--- config.mk ---
export PLATFORM = sky130hd
export DESIGN_NAME = dts_ram
export DESIGN_NICKNAME = d
export VERILOG_FILES = /design/src/rtl/dts_ram.sv
export SDC_FILE = /design/constraint.sdc
export NUM_CORES = 2
export LEC_CHECK = 0
export BUFFER_PORTS_ARGS = -buffer_cell sky130_fd_sc_hd__buf_2
export CAP_MARGIN = 25
export CELL_PAD_IN_SITES_DETAIL_PLACEMENT = 1
export CELL_PAD_IN_SITES_GLOBAL_PLACEMENT = 2
export CORE_MARGIN = 2
export CORE_UTILIZATION = 55
export DETAILED_ROUTE_END_ITERATION = 10
export PLACE_DENSITY = 0.86
export SYNTH_ARGS = -nofsm -noshare
export SYNTH_HDL_FRONTEND = slang
export SYNTH_SLANG_ARGS = --single-unit
export TNS_END_PERCENT = 1
--- constraint.sdc ---
create_clock -name clock -period 7.25 [get_ports clock]
set_input_delay 0.725 -clock clock [delete_from_list [all_inputs] [get_ports clock]]
set_output_delay 0.725 -clock clock [all_outputs]
set_load 0.05 [all_outputs]
--- src/rtl/dts_ram.sv ---
`timescale 1ns / 1ps
`default_nettype none
// ----------------------------------------------------------------------------
// dts_ram
// Simple dual-port synchronous RAM, one write and one registered read port.
// ----------------------------------------------------------------------------
module dts_ram #(
   parameter int DEPTH = 256,
   parameter int WIDTH = 8
) (
   input  wire logic                     clock,
   input  wire logic                     wr_en,
   input  wire logic [$clog2(DEPTH)-1:0] wr_addr,
   input  wire logic [WIDTH-1:0]         wr_data,
   input  wire logic                     rd_en,
   input  wire logic [$clog2(DEPTH)-1:0] rd_addr,
   output      logic [WIDTH-1:0]         rd_data
);

   logic [WIDTH-1:0] mem [DEPTH];
   logic [WIDTH-1:0] rd_data_ff;

   always_ff @(posedge clock) begin
      if (wr_en) begin
         mem[wr_addr] <= wr_data;
      end
   end

   always_ff @(posedge clock) begin
      if (rd_en) begin
         rd_data_ff <= mem[rd_addr];
      end
   end

   assign rd_data = rd_data_ff;

endmodule
`default_nettype wire

==> flow_summary.toml <==
[yosys]
yosys_warnings = 0
ys_seq_area_frac = 0.775
ys_seq_elements = 2056
syn_inst = 3733
syn_area_per_cell_um2 = 21.3
synth_edf_count = 2056
syn_area_um2 = 79600
synthArstFlopShare = 0
ys_types = 54
yosys_most_used_dff = "edfxtp_1"
synth_nets = 3760

[clock_network]
cts.path.max_buffers = 3
cts-resized-gates = 0
clock_sinks = 2056
cts_root_buf = "clkbuf_16"
hold_buffers = 0
htreeDepth = 4
path_clk_slew_ns = 0.06
numCtsBuffers = 199
clk_latency_ns = 0.84
cts_tree = "yes"
cts_setup_buffers = 0

[route]
drt_wl_total_mm = 212
ant_nets = 0
first_pass_iters = 5
viasPerCell = 6.78
vias = 40000
wl_per_cell_um = 35.9
drc = 0
first_iter_violations = 5221

[die]
num_io_pins = 35
die_y_um = 385
die_area_um2 = 148000
start_util = 0.554
core_area_um2 = 144000
row_count = 139
die_w_um = 385

[placement]
hpwl_mm = 126
dp.cells = 5519
gp_congestion = 0.830
dp_slack_ns = 2.46
io_buffers = 34
dpl_cell_area_um2 = 81700

[worst_setup_path]
worstSetupPathType = "input port to flip-flop"
startpoint = "rd_addr[1]"
reg2reg_depth = 5
crit_fanout = 67
r2r_slack_ns = 4.36
start_kind = "input port"
critPathCaptureType = "flip-flop"
crit_required_ns = 7.79
arrival_ns = 4.57
worstSetupEndpoint = "rd_data[5]$_DFFE_PP_"
worstReg2RegStart = "mem[83][0]$_DFFE_PP_"
r2r_end = "rd_data[0]$_DFFE_PP_"

[global_route]
grt_usage = 0.291
globalRouteOverflowTotal = 0
grt_pass1_wl_mm = 305
grt_pass1_vias = 41700
grt_max_degree = 169
antenna_found_initial = 8

[final_layout]
fin_nets = 3854
layout_common_cells = "2056 x edfxtp_1, 454 x mux4_2, 279 x nor2_1, 201 x clkbuf_16, 134 x mux2i_1"
drive_gt1_frac = 0.224
area_delta_synth_final_pct = 10.9
nFillCells = 11800
layout_commonest_cell = "edfxtp_1"
stdcell_area_um2 = 88300
final_cells = 5896

[sta]
finalCriticalPeriod_ns = 4.03
setup_viol = 0
finalCritPeriodShare = 0.556
fmax_mhz = 248
tns_ns = 0
slew_violations = 0
final-hold-violation-count = 0
tightestPinTransition_ns = 1.08
fin_skew_ns = 0.0501
rsz0062_at_grt = "no"
fin_ws_ns = 3.22
slew-limit-headroom = 0.276

[job]
max-cap-violations = 0

[min_path]
holdCritPathClass = "input port to flip-flop"

[power]
leakage_nw = 27.1
peakVddDrop_mv = 0.271
p_total_mw = 24.5
powerDensity_nw_per_um2 = 278

[status]
status = "complete, no violations"
-- critical path, stage by stage --
cell      delay [ns]
buf_8           0.43
buf_4           0.58
buf_4           0.58
mux4_2          0.40
a22o_1          0.29
a221oi_1        0.33
o221ai_1        0.21
a211oi_1        0.67
nor4_1          0.10
-- sequential cells by signal, indices dropped and copies added, names as in the netlist --
signal	cells
mem	2048
rd_data	8
-- layer usage --
metal  global-route usage  up-vias  wire (µm)
li1                     -    15900          -
met1                0.398    21300      78900
met2                0.460     2310     103000
met3               0.0637      493      20500
met4                0.123        4       9510
met5                    0        -         27
-- worst min-delay path by stage --
stage / from / slack (ns) / to / depth (start not counted)
after floorplan: wr_data[0] / 0.82 / mem[0][0]$_DFFE_PP_ / 0
after global placement: mem[40][3]$_DFFE_PP_ / 1.14 / rd_data[3]$_DFFE_PP_ / 6
after detailed placement: mem[40][3]$_DFFE_PP_ / 1.15 / rd_data[3]$_DFFE_PP_ / 6
after CTS: rd_en / 0.32 / rd_data[6]$_DFFE_PP_ / 1
after global routing: wr_data[5] / 0.23 / mem[159][5]$_DFFE_PP_ / 1
final: wr_data[5] / 0.25 / mem[168][5]$_DFFE_PP_ / 1
-- layout make-up --
| type | instances | area (µm²) | area share |
|---|---|---|---|
| multi-input combinational | 1442 | 16500 | 0.187 |
| sequential | 2056 | 61700 | 0.699 |
| tap | 1903 | 2380 | 0.0270 |
| clock buffer | 244 | 5190 | 0.0588 |
| timing repair buffer | 126 | 1260 | 0.0143 |
| antenna | 2 | 5.00 | 0.0000567 |
| inverter | 2 | 7.51 | 0.0000850 |
| clock inverter | 121 | 1150 | 0.0131 |
-- cells in the mapped netlist (5+ instances only) --
library cell / n / area [µm²]
a21oi_1: 96 / 480
nand4_1: 10 / 62.6
o22ai_1: 28 / 175
buf_12: 8 / 160
buf_6: 21 / 236
nand2b_1: 8 / 50.1
o211ai_1: 10 / 75.1
mux4_2: 454 / 10200
buf_4: 27 / 203
nor4_1: 24 / 150
mux2i_1: 134 / 1340
a211oi_1: 16 / 120
nand3_1: 34 / 170
and2_1: 6 / 37.5
a221oi_1: 13 / 114
nor3_1: 22 / 110
nand2_1: 33 / 124
a22oi_1: 133 / 998
a22o_1: 8 / 70.1
edfxtp_1: 2056 / 61700
o21ai_0: 10 / 50.1
buf_8: 13 / 195
buf_1: 22 / 82.6
nor2b_1: 31 / 194
o22a_1: 5 / 43.8
nor2_1: 282 / 1060
o221ai_1: 46 / 403
clkbuf_1: 111 / 417
buf_2: 31 / 155
-- cell families (layout without fill, tap and decap cells) --
family                 after synthesis  after routing  share of synthesized area
other                                0              2                          0
buffers and inverters              235            493                     0.0183
AOI/OAI and AO/OA                  385            385                     0.0342
DFF                               2056           2056                      0.775
and+or+nand+nor                    466            466                     0.0263
muxes                              591            591                      0.146
-- metrics by stage --
| stage | utilization | hold WS, ns |
|---|---|---|
| floorplan | - | 0.824 |
| global placement | 0.568 | 1.14 |
| CTS | 0.613 | 0.324 |
| detailed placement | 0.569 | 1.15 |
| global route | 0.615 | 0.229 |
| finish | 0.615 | 0.246 |
-- where the power goes --
| part | internal, mW | switching, mW |
|---|---|---|
| sequential | 13.1 | 0.0204 |
| combinational | 0.392 | 0.817 |
| clock | 5.74 | 4.46 |
(Power assumes the default switching activity.)
