$ cat config.mk
export PLATFORM = sky130hd
export DESIGN_NAME = dts_select
export DESIGN_NICKNAME = d
export VERILOG_FILES = /design/src/rtl/dts_pkg.sv /design/src/rtl/dts_select.sv
export SDC_FILE = /design/constraint.sdc
export NUM_CORES = 1
export LEC_CHECK = 0
export ABC_AREA = 1
export BUFFER_PORTS_ARGS = -buffer_cell sky130_fd_sc_hd__clkbuf_2
export CAP_MARGIN = 20
export CORE_MARGIN = 8
export CORE_UTILIZATION = 62
export DETAILED_ROUTE_END_ITERATION = 7
export GPL_TIMING_DRIVEN = 1
export PLACE_DENSITY = 0.9
export SLEW_MARGIN = 40
export SYNTH_ARGS = -nofsm -noshare
export SYNTH_HDL_FRONTEND = slang
export SYNTH_SLANG_ARGS = --single-unit
export TNS_END_PERCENT = 1
$ cat constraint.sdc
create_clock -name vclk -period 3.5
set_input_delay 0 -clock vclk [all_inputs]
set_output_delay 0 -clock vclk [all_outputs]
set_load 0.01 [all_outputs]
$ cat src/rtl/dts_pkg.sv
`timescale 1ns / 1ps
`default_nettype none
// ----------------------------------------------------------------------------
// dts_pkg
// Shared constants and types for the discrete table sampler.
// ----------------------------------------------------------------------------
package dts_pkg;

   localparam int MAX_OUTCOMES = 256;
   localparam int TABLE_DEPTH  = 65536;
   localparam int FIRST_DEPTH  = 256;

   localparam int ENTRY_W  = 8;
   localparam int DIGIT_W  = 8;
   localparam int WORD_W   = 32;
   localparam int ADDR_W   = $clog2(TABLE_DEPTH);
   localparam int FADDR_W  = $clog2(FIRST_DEPTH);
   localparam int CNT_W    = ADDR_W + 1;
   localparam int LOADED_W = $clog2(MAX_OUTCOMES) + 1;
   localparam int TH_W     = WORD_W + 3;

   localparam int SHIFT_FIRST  = 24;
   localparam int SHIFT_SECOND = 32 - 8 * 2;
   localparam int SHIFT_THIRD  = 32 - 8 * 3;

   typedef logic [ENTRY_W-1:0]  entry_type;
   typedef logic [DIGIT_W-1:0]  digit_type;
   typedef logic [WORD_W-1:0]   word_type;
   typedef logic [ADDR_W-1:0]   addr_type;
   typedef logic [FADDR_W-1:0]  faddr_type;
   typedef logic [CNT_W-1:0]    cnt_type;
   typedef logic [LOADED_W-1:0] loaded_type;
   typedef logic [TH_W-1:0]     th_type;

   typedef logic [1:0] req_code_type;
   localparam req_code_type REQ_CLEAR  = 2'd0;
   localparam req_code_type REQ_LOAD   = 2'd1;
   localparam req_code_type REQ_SAMPLE = 2'd2;
   localparam req_code_type REQ_NONE   = 2'd3;

   typedef logic [1:0] tbl_type;
   localparam tbl_type TBL_FIRST  = 2'd0;
   localparam tbl_type TBL_SECOND = 2'd1;
   localparam tbl_type TBL_THIRD  = 2'd2;
   localparam tbl_type TBL_FOURTH = 2'd3;

   typedef struct packed {
      tbl_type   sel;
      logic      hit;
      faddr_type first_addr;
      addr_type  addr;
   } pick_type;

endpackage
`default_nettype wire

$ cat src/rtl/dts_select.sv
`timescale 1ns / 1ps
`default_nettype none
// ----------------------------------------------------------------------------
// dts_select
// Maps a random word onto a table and slot using the cumulative thresholds.
// ----------------------------------------------------------------------------
module dts_select (
   input  wire dts_pkg::word_type random_word,
   input  wire dts_pkg::th_type   thresh0,
   input  wire dts_pkg::th_type   thresh1,
   input  wire dts_pkg::th_type   thresh2,
   input  wire dts_pkg::cnt_type  fourth_count,
   output      dts_pkg::pick_type pick
);

   dts_pkg::th_type r_wide;
   dts_pkg::th_type diff1;
   dts_pkg::th_type diff2;
   dts_pkg::th_type diff3;

   always_comb begin
      r_wide = dts_pkg::th_type'(random_word);
      diff1  = r_wide - thresh0;
      diff2  = r_wide - thresh1;
      diff3  = r_wide - thresh2;

      pick.first_addr = random_word[dts_pkg::SHIFT_FIRST +: dts_pkg::FADDR_W];
      pick.hit        = 1'b1;
      priority if (r_wide < thresh0) begin
         pick.sel  = dts_pkg::TBL_FIRST;
         pick.addr = diff1[dts_pkg::ADDR_W-1:0];
      end else if (r_wide < thresh1) begin
         pick.sel  = dts_pkg::TBL_SECOND;
         pick.addr = diff1[dts_pkg::SHIFT_SECOND +: dts_pkg::ADDR_W];
      end else if (r_wide < thresh2) begin
         pick.sel  = dts_pkg::TBL_THIRD;
         pick.addr = diff2[dts_pkg::SHIFT_THIRD +: dts_pkg::ADDR_W];
      end else begin
         pick.sel  = dts_pkg::TBL_FOURTH;
         pick.addr = diff3[dts_pkg::ADDR_W-1:0];
         // slots past the fill read as outcome zero
         pick.hit  = diff3 < dts_pkg::th_type'(fourth_count);
      end
   end

endmodule
`default_nettype wire

==> results.md <==
- Die area: approximately 16000 µm²
- RSZ-0062 raised after global routing: false
- Average cell area after synthesis: 5.045 µm²
- Initial DRC Count: 863
- Status: finished clean
- CP max stage cell: fa_1
- Rel. slew slack: 0.5104
- Synth Cell Area: 7614 µm²
- Synth unique cells: 40
- Core footprint: 12010 µm²
- NumNets Final: just under 2000
- Final count of negative-setup-slack endpoints: 0
- Seq cells: 0
- Hold path start: random_word[27]
- Setup CP Type: in2out
- Initial core utilization: 0.6339
- Final Hold Vio Count: 0
- Io pins: between 150 and 200
- Detailed-route wire length per cell: about 15 µm
- Sequential fraction of the synthesis area: 0
- Hold WC Path Type: in2out
- Total track usage: 0.3288
- FMAX: roughly 320 MHz
- Die height: between 100 and 150 µm
- Antenna violations before repair: 0
- Syn Inst Count: ~1500
- Grt ovf: 0
- DRC: 0
- Die Width: 126.8 µm
- Detailed-route via count: 10110
- Clkbuf count: 0
- Hold Path Sink: pick[19]
- Antenna diode count: 0
- Placed Instance Area: approximately 8600 µm²
- Fin cells: 1822
- RD Place Congestion: ~1
- Setup TNS Final: 0 ns
- FF+latch area: 0 µm²
- Crit path launch: random_word[0]
- Final period utilization: 0.8820
- Area Overhead vs Synth: 13.02%
- Row cnt: 40
- First-pass GRT wire length: 43800 µm
- Post-route ant nets: 0
- Max-capacitance violation count: 0
- Leakage: around 5.5 nW
- Most Frequent Cell on Critical Path: nand2_1
- Final Critical Period: 3.087 ns
- PD cells: approximately 180 nW/µm²
- Crit path launch type: input port
- WHS Path Cells: 2
- Largest net degree at the start of global routing: 21
- Max rail drop VDD: 0.1215 mV
- Slew @ Worst Pin: 0.7345 ns
- Critical path arrival: 3.09 ns
- DR vias/cell: about 5.6
- Yosys warning count: 0
- DP Wirelength: 24620 µm
- Crit-path max FO: 4
- Worst EP required: 3.50 ns
- Layout Cell Area excl Fill: about 8600 µm²
- Total wire length: 27630 µm
- TritonRoute pass-1 iters: 8
- Port Buf Inserts: about 180
- Share of cells above drive strength 1: 0.1296
- Slowest stage delay, CP: 0.44 ns
- CP Capture Type: output pin
- Syn Nets: 1776
- Post-Place Cells: ~1800
- Hold buffer count at CTS: 0
- Vias in the first global route: 9613
- Slew Limit Fails: 0
[where the power goes]
| part | total (mW) | switching [mW] | internal (mW) | leakage [nW] |
|---|---|---|---|---|
| clock network | 0 | 0 | 0 | 0 |
| registers | 0 | 0 | 0 | 0 |
| logic | 1.56 | 0.996 | 0.561 | 5.46 |
[how the worst max path moves through the flow]
stage / to / cells after the start
2_1_floorplan: pick[24] / 24
3_3_place_gp: pick[24] / 26
3_5_place_dp: pick[24] / 23
4_1_cts: pick[24] / 23
5_1_grt: pick[24] / 26
6_report: pick[24] / 26
[cells in the final DEF, fill, tap and decap left out, drive strengths merged, types with 6 or more instances in the layout]
master / netlist / final
a21oi: 113 / 113
clkbuf: 0 / 181
nand2: 512 / 512
o21bai: 6 / 6
xnor2: 8 / 8
a21o: 7 / 7
ha: 111 / 111
nand3b: 8 / 8
nor3: 23 / 23
nand3: 105 / 105
xor2: 31 / 31
o21ai: 57 / 57
inv: 310 / 310
nor2: 161 / 161
nand4: 16 / 16
[cell usage after synthesis, types with 2 or more instances]
cell type	n	share of area
nand2_2	11	0.0090
nand4_1	15	0.012
nand3b_1	8	0.0079
a21oi_2	4	0.0046
buf_2	2	0.0013
buf_4	12	0.012
a21oi_1	109	0.072
o21ai_0	45	0.030
nand3_2	4	0.0053
nor2_2	2	0.0016
o211ai_1	4	0.0039
xnor2_1	8	0.0092
nand3_1	101	0.066
or2_1	2	0.0016
ha_1	111	0.18
nor2_4	2	0.0030
o21ai_1	10	0.0066
inv_1	308	0.15
buf_6	3	0.0044
o21ai_2	2	0.0023
xor2_1	31	0.036
nor2_1	157	0.077
a21o_1	7	0.0069
inv_2	2	0.00099
nor3_1	21	0.014
and2_1	2	0.0016
nor3_2	2	0.0026
nand2_1	501	0.25
clkinv_1	2	0.00099
fa_1	2	0.0053
o21a_1	5	0.0049
o21bai_1	6	0.0059
[area by class of cell]
| type | count | area [µm²] |
|---|---|---|
| multi-input cells | 1180 | 6329 |
| well taps | 147 | 183.9 |
| fillers | 1204 | 3407 |
| inverters | 312 | 1171 |
| repair buffers | 183 | 920.9 |
[kinds of logic after synthesis]
family          synth area share
simple gates              0.4557
buf+inv                   0.1714
compound gates            0.1403
fa+ha+maj                 0.1877
xor+xnor                 0.04486
[metrics by stage]
| stage | setup slack [ns] | power, mW | util | hold WS [ns] |
|---|---|---|---|---|
| after CTS | 0.3981 | 1.521 | 0.7147 | 0.2753 |
| final | 0.4129 | 1.557 | 0.7164 | 0.2746 |
| after global routing | 0.008525 | 1.739 | 0.7164 | 0.2848 |
| after floorplan | 1.075 | 1.064 | - | 0.09177 |
| after detailed placement | 0.4218 | 1.514 | 0.7147 | 0.2752 |
| after global placement | 0.5532 | 1.482 | 0.7147 | 0.2736 |
[repair_timing]
item                       CTS  global route
setup endpoints to repair    0             1
buffers inserted             0             0
resized for setup            0             3
[worst max-delay path, delay by kind of cell]
family	cells	cell delay, ns
simple gates	16	1.48
fa+ha+maj	3	0.90
buf+inv	6	0.53
xor+xnor	1	0.19
[per-layer routing]
layer,up-vias,track usage,share of wire
met1,4499,0.3889,0.40
li1,5066,-,-
met3,93,0.02933,0.080
met4,0,0.1316,0.050
met5,-,0,0
met2,456,0.5954,0.47
(Power assumes the default switching activity.)
